### config.mk
export PLATFORM = sky130hd
export DESIGN_NAME = multilevel_queue_slot_scheduler_unit
export DESIGN_NICKNAME = d
export VERILOG_FILES = /design/src/rtl/core/mlqs_pkg.sv /design/src/rtl/core/mlqs_meta_mem.sv /design/src/rtl/core/mlqs_store_mem.sv /design/src/rtl/core/multilevel_queue_slot_scheduler_unit.sv
export VERILOG_INCLUDE_DIRS = /design/src /design/src/rtl/core
export SDC_FILE = /design/constraint.sdc
export NUM_CORES = 2
export LEC_CHECK = 0
export BUFFER_PORTS_ARGS = -buffer_cell sky130_fd_sc_hd__clkbuf_2
export CAP_MARGIN = 20
export CORE_ASPECT_RATIO = 1.75
export CORE_MARGIN = 3
export CORE_UTILIZATION = 50
export CTS_CLUSTER_DIAMETER = 80
export CTS_CLUSTER_SIZE = 25
export DETAILED_ROUTE_END_ITERATION = 12
export PLACE_DENSITY = 0.65
export SYNTH_ARGS = -nofsm -noshare
export SYNTH_HDL_FRONTEND = slang
export SYNTH_SLANG_ARGS = --single-unit
### constraint.sdc
create_clock -name clk_i -period 4.6 [get_ports clk_i]
set_input_delay 0.69 -clock clk_i [delete_from_list [all_inputs] [get_ports clk_i]]
set_output_delay 0.69 -clock clk_i [all_outputs]
set_load 0.01 [all_outputs]
### src/rtl/core/multilevel_queue_slot_scheduler_unit_assert.svh
// ----------------------------------------------------------------------------
// Assertion macros for the multilevel queue slot scheduler
// Clocked on clk_i; the plain form is disabled while rst_ni is low.
// ----------------------------------------------------------------------------
`ifndef MULTILEVEL_QUEUE_SLOT_SCHEDULER_UNIT_ASSERT_SVH
`define MULTILEVEL_QUEUE_SLOT_SCHEDULER_UNIT_ASSERT_SVH

// check outside reset
`define MLQS_ASSERT(lbl, prop, msg) \
  lbl: assert property (@(posedge clk_i) disable iff (!rst_ni) prop) \
    else $error(msg);

// check at every edge, reset included
`define MLQS_ASSERT_ALWAYS(lbl, prop, msg) \
  lbl: assert property (@(posedge clk_i) prop) \
    else $error(msg);

`endif

### src/rtl/core/mlqs_pkg.sv
// ----------------------------------------------------------------------------
// mlqs_pkg
// Command and status codes and the request and result words of the
// multilevel queue slot scheduler.
// ----------------------------------------------------------------------------
package mlqs_pkg;

  typedef enum logic {
    CMD_ENQ = 1'b0,
    CMD_GET = 1'b1
  } mlqs_cmd_e;

  typedef enum logic [1:0] {
    ST_OK   = 2'd0,
    ST_DROP = 2'd1,
    ST_NONE = 2'd2
  } mlqs_status_e;

  typedef struct packed {
    mlqs_cmd_e   command;
    logic [3:0]  level;
    logic [7:0]  proc_id;
  } mlqs_in_t;

  typedef struct packed {
    logic         granted;
    logic [7:0]   granted_id;
    logic [3:0]   granted_level;
    mlqs_status_e status;
  } mlqs_out_t;

endpackage

### src/rtl/core/mlqs_meta_mem.sv
// ----------------------------------------------------------------------------
// mlqs_meta_mem
// Per-level FIFO head and count, one write and one registered read a cycle.
// A valid bit per entry makes a never-written level read as empty.
// ----------------------------------------------------------------------------
module mlqs_meta_mem #(
  parameter int DEPTH = 16,
  parameter int HW    = 4,
  parameter int CW    = 5
) (
  input  logic                     clk_i,
  input  logic                     rst_ni,
  input  logic                     rd_en_i,
  input  logic [$clog2(DEPTH)-1:0] rd_addr_i,
  output logic [HW-1:0]            rd_head_o,
  output logic [CW-1:0]            rd_count_o,
  input  logic                     wr_en_i,
  input  logic [$clog2(DEPTH)-1:0] wr_addr_i,
  input  logic [HW-1:0]            wr_head_i,
  input  logic [CW-1:0]            wr_count_i
);

  logic [HW+CW-1:0] mem [DEPTH];
  logic [HW+CW-1:0] rdata_q;
  logic [DEPTH-1:0] vld_q;
  logic             rvld_q;

  always_ff @(posedge clk_i) begin
    if (wr_en_i) begin
      mem[wr_addr_i] <= {wr_head_i, wr_count_i};
    end
    if (rd_en_i) begin
      rdata_q <= mem[rd_addr_i];
    end
  end

  always_ff @(posedge clk_i or negedge rst_ni) begin
    if (!rst_ni) begin
      vld_q  <= '0;
      rvld_q <= 1'b0;
    end else begin
      if (wr_en_i) begin
        vld_q[wr_addr_i] <= 1'b1;
      end
      if (rd_en_i) begin
        rvld_q <= vld_q[rd_addr_i];
      end
    end
  end

  // unwritten level reads as head zero, count zero
  assign rd_head_o  = rvld_q ? rdata_q[HW+CW-1:CW] : '0;
  assign rd_count_o = rvld_q ? rdata_q[CW-1:0]     : '0;

endmodule

### src/rtl/core/mlqs_store_mem.sv
// ----------------------------------------------------------------------------
// mlqs_store_mem
// Handle storage for all level FIFOs, one write and one registered read.
// ----------------------------------------------------------------------------
module mlqs_store_mem #(
  parameter int DEPTH = 256
) (
  input  logic                     clk_i,
  input  logic                     rd_en_i,
  input  logic [$clog2(DEPTH)-1:0] rd_addr_i,
  output logic [7:0]               rd_data_o,
  input  logic                     wr_en_i,
  input  logic [$clog2(DEPTH)-1:0] wr_addr_i,
  input  logic [7:0]               wr_data_i
);

  logic [7:0] mem [DEPTH];

  always_ff @(posedge clk_i) begin
    if (wr_en_i) begin
      mem[wr_addr_i] <= wr_data_i;
    end
    if (rd_en_i) begin
      rd_data_o <= mem[rd_addr_i];
    end
  end

endmodule

### src/rtl/core/multilevel_queue_slot_scheduler_unit.sv
// ----------------------------------------------------------------------------
// multilevel_queue_slot_scheduler_unit
// Multilevel ready queue with a slot budget per level, served round robin.
// ----------------------------------------------------------------------------
// One command at a time: a word is taken when start is high and busy is low,
// and its result word appears on res_o for one cycle with res_valid_o high;
// the receiver cannot hold it off. An enqueue keeps busy high while it reads
// the level's head and count, and its result is registered from that read.
// A get served at the current level keeps busy high through the head/count
// read and then the handle read; when the current level is empty or its
// budget is spent, a scan over the nonempty flags first looks at up to LEVELS
// levels in turn, the last being the start level itself, and a get that finds
// nothing returns its result when the scan reaches the start level again.
// There is no clearing pass after reset: per-level valid bits make every
// FIFO read as empty until it is first written.
// ----------------------------------------------------------------------------
module multilevel_queue_slot_scheduler_unit
  import mlqs_pkg::*;
#(
  parameter int LEVELS      = 16,
  parameter int QUEUE_DEPTH = 16
) (
  input  logic      clk_i,
  input  logic      rst_ni,
  input  logic      start,
  output logic      busy,
  input  mlqs_in_t  req_i,
  output logic      res_valid_o,
  output mlqs_out_t res_o
);

  localparam int LW = $clog2(LEVELS);
  localparam int QW = $clog2(QUEUE_DEPTH);
  localparam int CW = $clog2(QUEUE_DEPTH + 1);
  localparam int BW = $clog2(LEVELS + 1);
  localparam int SD = LEVELS * QUEUE_DEPTH;
  localparam int AW = $clog2(SD);

  typedef enum logic [2:0] {
    S_IDLE,
    S_ENQ,
    S_SCAN,
    S_GMETA,
    S_GDATA
  } state_e;

  state_e           state_q, state_d;
  mlqs_in_t         req_q, req_d;
  logic [LW-1:0]    cur_lvl_q, cur_lvl_d;
  logic [BW-1:0]    cur_budget_q, cur_budget_d;
  logic [LW-1:0]    tgt_q, tgt_d;
  logic [LW-1:0]    scan_lvl_q, scan_lvl_d;
  logic [LEVELS-1:0] nonempty_q, nonempty_d;
  logic             res_valid_q, res_valid_d;
  mlqs_out_t        res_q, res_d;

  logic             meta_rd_en;
  logic [LW-1:0]    meta_rd_addr;
  logic [QW-1:0]    meta_rd_head;
  logic [CW-1:0]    meta_rd_count;
  logic             meta_wr_en;
  logic [LW-1:0]    meta_wr_addr;
  logic [QW-1:0]    meta_wr_head;
  logic [CW-1:0]    meta_wr_count;

  logic             st_rd_en;
  logic [AW-1:0]    st_rd_addr;
  logic [7:0]       st_rd_data;
  logic             st_wr_en;
  logic [AW-1:0]    st_wr_addr;

  logic [LW-1:0]    enq_lvl;
  logic             enq_lvl_ok;
  logic [QW:0]      enq_psum;
  logic [QW-1:0]    enq_pos;
  logic [QW-1:0]    head_next;

  function automatic logic [BW-1:0] full_budget(logic [LW-1:0] l);
    return BW'(LEVELS - 32'(l));
  endfunction

  function automatic logic [LW-1:0] next_level(logic [LW-1:0] l);
    return (32'(l) == LEVELS - 1) ? '0 : LW'(32'(l) + 1);
  endfunction

  mlqs_meta_mem #(
    .DEPTH (LEVELS),
    .HW    (QW),
    .CW    (CW)
  ) u_meta (
    .clk_i      (clk_i),
    .rst_ni     (rst_ni),
    .rd_en_i    (meta_rd_en),
    .rd_addr_i  (meta_rd_addr),
    .rd_head_o  (meta_rd_head),
    .rd_count_o (meta_rd_count),
    .wr_en_i    (meta_wr_en),
    .wr_addr_i  (meta_wr_addr),
    .wr_head_i  (meta_wr_head),
    .wr_count_i (meta_wr_count)
  );

  mlqs_store_mem #(
    .DEPTH (SD)
  ) u_store (
    .clk_i     (clk_i),
    .rd_en_i   (st_rd_en),
    .rd_addr_i (st_rd_addr),
    .rd_data_o (st_rd_data),
    .wr_en_i   (st_wr_en),
    .wr_addr_i (st_wr_addr),
    .wr_data_i (req_q.proc_id)
  );

  assign enq_lvl    = LW'(req_q.level);
  assign enq_lvl_ok = (32'(req_q.level) < LEVELS);
  assign enq_psum   = {1'b0, meta_rd_head} + (QW+1)'(meta_rd_count);
  assign enq_pos    = (32'(enq_psum) >= QUEUE_DEPTH) ?
                      QW'(32'(enq_psum) - QUEUE_DEPTH) : QW'(enq_psum);
  assign head_next  = (32'(meta_rd_head) == QUEUE_DEPTH - 1) ? '0 :
                      QW'(32'(meta_rd_head) + 1);

  always_comb begin
    state_d      = state_q;
    req_d        = req_q;
    cur_lvl_d    = cur_lvl_q;
    cur_budget_d = cur_budget_q;
    tgt_d        = tgt_q;
    scan_lvl_d   = scan_lvl_q;
    nonempty_d   = nonempty_q;
    res_valid_d  = 1'b0;
    res_d        = res_q;

    meta_rd_en    = 1'b0;
    meta_rd_addr  = '0;
    meta_wr_en    = 1'b0;
    meta_wr_addr  = '0;
    meta_wr_head  = '0;
    meta_wr_count = '0;
    st_rd_en      = 1'b0;
    st_rd_addr    = '0;
    st_wr_en      = 1'b0;
    st_wr_addr    = '0;

    case (state_q)
      S_IDLE: begin
        if (start) begin
          req_d = req_i;
          if (req_i.command == CMD_ENQ) begin
            meta_rd_en   = 1'b1;
            meta_rd_addr = LW'(req_i.level);
            state_d      = S_ENQ;
          end else if (nonempty_q[cur_lvl_q] && (cur_budget_q != '0)) begin
            tgt_d        = cur_lvl_q;
            meta_rd_en   = 1'b1;
            meta_rd_addr = cur_lvl_q;
            state_d      = S_GMETA;
          end else begin
            // leave the current level and look at the others in turn
            scan_lvl_d = next_level(cur_lvl_q);
            state_d    = S_SCAN;
          end
        end
      end

      S_ENQ: begin
        res_valid_d         = 1'b1;
        res_d.granted       = 1'b0;
        res_d.granted_id    = '0;
        res_d.granted_level = '0;
        if (!enq_lvl_ok || (32'(meta_rd_count) == QUEUE_DEPTH)) begin
          res_d.status = ST_DROP;
        end else begin
          st_wr_en            = 1'b1;
          st_wr_addr          = AW'(32'(enq_lvl) * QUEUE_DEPTH + 32'(enq_pos));
          meta_wr_en          = 1'b1;
          meta_wr_addr        = enq_lvl;
          meta_wr_head        = meta_rd_head;
          meta_wr_count       = CW'(32'(meta_rd_count) + 1);
          nonempty_d[enq_lvl] = 1'b1;
          res_d.status        = ST_OK;
        end
        state_d = S_IDLE;
      end

      S_SCAN: begin
        if (nonempty_q[scan_lvl_q]) begin
          // a level the pointer did not stay on holds its full budget
          tgt_d        = scan_lvl_q;
          cur_lvl_d    = scan_lvl_q;
          cur_budget_d = full_budget(scan_lvl_q);
          meta_rd_en   = 1'b1;
          meta_rd_addr = scan_lvl_q;
          state_d      = S_GMETA;
        end else if (scan_lvl_q == cur_lvl_q) begin
          // pointer wrapped back to its start; restore its budget
          cur_budget_d        = full_budget(cur_lvl_q);
          res_valid_d         = 1'b1;
          res_d.granted       = 1'b0;
          res_d.granted_id    = '0;
          res_d.granted_level = '0;
          res_d.status        = ST_NONE;
          state_d             = S_IDLE;
        end else begin
          scan_lvl_d = next_level(scan_lvl_q);
        end
      end

      S_GMETA: begin
        st_rd_en          = 1'b1;
        st_rd_addr        = AW'(32'(tgt_q) * QUEUE_DEPTH + 32'(meta_rd_head));
        meta_wr_en        = 1'b1;
        meta_wr_addr      = tgt_q;
        meta_wr_head      = head_next;
        meta_wr_count     = CW'(32'(meta_rd_count) - 1);
        nonempty_d[tgt_q] = (32'(meta_rd_count) != 1);
        cur_budget_d      = BW'(32'(cur_budget_q) - 1);
        state_d           = S_GDATA;
      end

      S_GDATA: begin
        res_valid_d         = 1'b1;
        res_d.granted       = 1'b1;
        res_d.granted_id    = st_rd_data;
        res_d.granted_level = 4'(tgt_q);
        res_d.status        = ST_OK;
        state_d             = S_IDLE;
      end

      default: begin
        state_d = S_IDLE;
      end
    endcase
  end

  always_ff @(posedge clk_i or negedge rst_ni) begin
    if (!rst_ni) begin
      state_q      <= S_IDLE;
      cur_lvl_q    <= '0;
      cur_budget_q <= BW'(LEVELS);
      nonempty_q   <= '0;
      res_valid_q  <= 1'b0;
    end else begin
      state_q      <= state_d;
      cur_lvl_q    <= cur_lvl_d;
      cur_budget_q <= cur_budget_d;
      nonempty_q   <= nonempty_d;
      res_valid_q  <= res_valid_d;
    end
  end

  always_ff @(posedge clk_i) begin
    req_q      <= req_d;
    tgt_q      <= tgt_d;
    scan_lvl_q <= scan_lvl_d;
    res_q      <= res_d;
  end

  assign busy        = (state_q != S_IDLE);
  assign res_valid_o = res_valid_q;
  assign res_o       = res_q;

`include "multilevel_queue_slot_scheduler_unit_assert.svh"

  `MLQS_ASSERT(a_res_pulse, res_valid_q |=> !res_valid_q, "result strobe held two cycles")
  `MLQS_ASSERT(a_accept_busy, (start && !busy) |=> busy, "accepted word did not raise busy")
  `MLQS_ASSERT(a_grant_count, (state_q == S_GMETA) |-> (meta_rd_count != '0), "grant from empty FIFO")
  `MLQS_ASSERT_ALWAYS(a_budget_bound, (!rst_ni || ((32'(cur_budget_q) + 32'(cur_lvl_q)) <= LEVELS)), "budget above full value")

endmodule
==> flow_summary_export.csv <==
group,metric,value,unit
status,outcome,"finished, final reports clean",
critical_path,worstPathRequired,5180,ps
critical_path,cp-end-kind,"register",
timing,holdWs,47.39,ps
timing,timing.final.crit_share,98.84,%
layout,fin_util,54.04,%
grt,antenna_found_initial,7,
logic_synthesis,synth-edff-count,2244,
clocking,htree_num_levels,3,
pwr,peakVddDrop,424.1,uV
critical_path,rr_worst_depth,12,
drt,ant_nets,0,
layout,fin_cells,8777,
grt,grt_pass1_vias,55160,
clocking,cts-root-buf,"clkbuf_16",
placement,port_buffers,32,
timing,skew,39.53,ps
critical_path,r2r-start,"state_q[2]$_DFFE_PN0P_",
logic_synthesis,syn_area,92070,um^2
die,start_util,50.50,%
logic_synthesis,asyncSetResetFlopFracSynth,2.009,%
pwr,p_int,31390,uW
logic_synthesis,yosys_warnings,0,
drt,drt-pass1-iter-count,6,
timing,slew_viol_final,0,
logic_synthesis,synthFlopType,"edfxtp_1",
grt,grt_remaining_overflow,0,
drt,vias_per_cell,6.436,
die,fp.dieH,573.7,um
grt,busiest_layer,"met2",
logic_synthesis,synth.top_cell.area_share,73.19,%
critical_path,r2r_slack,50,ps
die,pin_count,33,
drt,route.detailed.drc,0,
timing,finalSetupTns,0,ps
clocking,cts_tree,"yes",
timing,period_needed,4547,ps
logic_synthesis,synth_area_leaders,"edfxtp_1 (73%), nand2_1 (4.0%), o221ai_1 (3.4%), a211oi_1 (2.6%), nand3_1 (2.1%)",
die,fp.dieW,330.4,um
logic_synthesis,syn_inst,6461,
placement,place_inst,8642,
logic_synthesis,synth_seq_cells,2290,
critical_path,crit_path_top_delay_cell,"dfrtp_2",
pwr,power.density,461.0,nW/um^2
critical_path,worstPathArrival,5120,ps
pwr,leakagePower,0.03175,uW
timing,worstMarginPinSlew,1165,ps
critical_path,critPathLaunchType,"register",
layout,drive_gt1_share,7.597,%
clocking,clockBufferDepth,3,
job,maxCapViolations,0,
grt,use_met1,31.76,%
drt,wl_per_cell,29.29,um
timing,hold_viol_final,0,
critical_path,slowest_delay,590,ps
grt,grt_max_degree,168,
pwr,power.switching,14030,uW
die,row_count,207,
timing,max_freq,219.9,MHz
logic_synthesis,synth_fp_nets,6490,
logic_synthesis,synth_area_per_cell,14.25,um^2
die,dieArea,189500,um^2
pwr,p_sw_share,30.89,%
hold_path,min-delay-path-class,"in2async",
pwr,pwr-share-seq,55.2,%
pwr,combPwrFrac,22.2,%
drt,drtIter0Drc,6657,
critical_path,r2r-end,"u_store.rd_data_o[4]$_DFFE_PN_",
placement,post-dp-hpwl,160500,um
grt,grt_first_pass_wirelength,370800,um
clocking,numCtsBuffers,101,
die,core-area,182300,um^2
drt,vias,56490,
critical_path,crit_top_cell,"buf_12",
critical_path,cp_cell_sequence,"nand3b_4, inv_4, nand2_4, buf_12, buf_12, nand2_1, and3_1, a311oi_1, a31oi_1, a21oi_1, o21ai_0, nor4_1",
critical_path,crit_fanout,89,
timing,setup_violations,0,
layout,fin_nets,6376,
clocking,clk_pin_slew,100,ps
pwr,clkPwrFrac,22.6,%
grt,grtUsageMet3,2.850,%
logic_synthesis,synth_cell_types,68,
grt,grt_util_met2,46.79,%
critical_path,crit_type,"reg2reg",
clocking,ctsHoldBuffers,0,
clocking,clkSinkCount,2290,
placement,gp_congestion,0.9072,
layout,area_delta_synth_final,7.019,%
timing,maxSlewHeadroom,22.33,%
logic_synthesis,yosys.area.top_type,"edfxtp_1",
logic_synthesis,ys_seq_area_share,74.44,%
grt,track_usage,26.49,%
drt,drt_wl_total,257000,um
clocking,insertion_delay,750,ps
stage by stage:
stage                     power [uW]  setup WS [ps]  instance area [um^2]
final                          45420          53.27                 98540
after global routing           46870         -5.346                 98530
after CTS                      45410          92.00                 98490
after detailed placement       35480         -88.85                 95730
after global placement         35340          35.73                 95710
after floorplan                31460          554.3                 92070
cells in the final DEF (no fill, tap or decap), types with 9 or more instances in the layout:
cell	instances
a22oi_1	11
clkbuf_16	105
nor2b_1	25
nand3_1	390
nand2_2	12
dfrtp_1	42
ha_1	12
o21ai_0	82
and3_1	214
nand4_1	13
a21oi_1	181
xnor2_1	11
mux2i_1	150
o221ai_1	354
nor2_1	322
clkbuf_2	32
a211o_1	19
nand2_1	969
edfxtp_1	2244
o21bai_1	34
clkbuf_1	18
or2_2	16
o211ai_1	11
a211oi_1	324
buf_12	52
buf_4	213
a311oi_1	73
o22ai_1	47
and2_1	19
o22a_1	9
nor3_1	55
a31oi_1	174
inv_1	15
what timing repair did:
action | in CTS | in global routing
cloned | 0 | 1
gates resized for setup | 0 | 3
setup endpoints to repair | 1 | 1
pin swaps | 1 | 0
setup buffers | 1 | 0
synth_stat cells (11+ instances only):
cell type  instances
a21oi_1          181
nor2b_1           25
buf_1             45
a311oi_1          73
o22ai_1           48
inv_1             17
edfxtp_1        2244
and2_1            19
dfrtp_1           45
nand4_1           13
buf_4             16
mux2i_1          150
o21ai_0           82
ha_1              12
nand3_1          395
xnor2_1           11
a31oi_1          175
a22oi_1           11
buf_2            182
nor3_1            56
a211o_1           19
nand2_1          982
o211ai_1          11
o221ai_1         354
clkbuf_1         263
or2_2             16
and3_1           215
nor2_1           323
o21bai_1          34
a211oi_1         324
registers in the layout, indices dropped and copies added, names as in the netlist, 4 cells and up:
register / count
cur_budget_q: 5
cur_lvl_q: 4
enq_lvl: 4
nonempty_q: 16
req_q: 8
res_o: 15
scan_lvl_q: 4
tgt_q: 4
u_meta.mem: 144
u_meta.rdata_q: 9
u_meta.vld_q: 16
u_store.mem: 2048
u_store.rd_data_o: 8
area by class of cell:
cell class	instances	area, um^2
inverters	20	86.33
well taps	2403	3007
repair buffers	299	2819
clock buffers	123	2695
diodes	3	7.507
multi-input cells	3635	21330
flip-flops and latches	2290	68540
clock inverters	4	53.80
fillers	14720	83800
routing by layer:
metal	share of wire, %	wire [um]
met1	35	90510
met2	52	133600
met3	6.6	16900
met4	6.2	15950
met5	0.012	31
how the worst max path moves through the flow:
stage | from | endpoint | slack [ps]
3_5_place_dp | state_q[0]$_DFFE_PN0P_ | u_store.rd_data_o[4]$_DFFE_PN_ | -90
5_1_grt | state_q[2]$_DFFE_PN0P_ | u_store.rd_data_o[4]$_DFFE_PN_ | -5
2_1_floorplan | req_q[0]$_DFFE_PP_ | u_store.mem[0][0]$_DFFE_PP_ | 550
6_report | state_q[2]$_DFFE_PN0P_ | u_store.rd_data_o[4]$_DFFE_PN_ | 50
4_1_cts | state_q[2]$_DFFE_PN0P_ | u_store.rd_data_o[4]$_DFFE_PN_ | 90
3_3_place_gp | state_q[0]$_DFFE_PN0P_ | u_store.rd_data_o[4]$_DFFE_PN_ | 40
kinds of logic after synthesis:
| group | count (synthesis) | share of synthesized area [%] |
|---|---|---|
| muxes | 163 | 1.863 |
| xor gates and xnor gates | 17 | 0.1617 |
| DFF | 2290 | 74.44 |
| buffers and inverters | 537 | 2.600 |
| and+or+nand+nor | 2094 | 10.13 |
| AOI/OAI and AO/OA | 1347 | 10.62 |
| adders and majority gates | 13 | 0.1848 |
worst max-delay path, delay by kind of cell, from the launching register on:
family	cells	cell delay (ps)
simple gates	5	1270
buf+inv	3	900
flops	1	590
compound gates	4	1460
power by group through the flow:
stage | Combinational, uW | Sequential [uW] | Clock [uW]
after detailed placement | 10000 | 25500 | 0
after global routing | 10700 | 25100 | 11100
final | 10100 | 25100 | 10300
after floorplan | 5620 | 25800 | 0
after CTS | 10000 | 25000 | 10400
after global placement | 9880 | 25500 | 0
(Power assumes the default switching activity.)
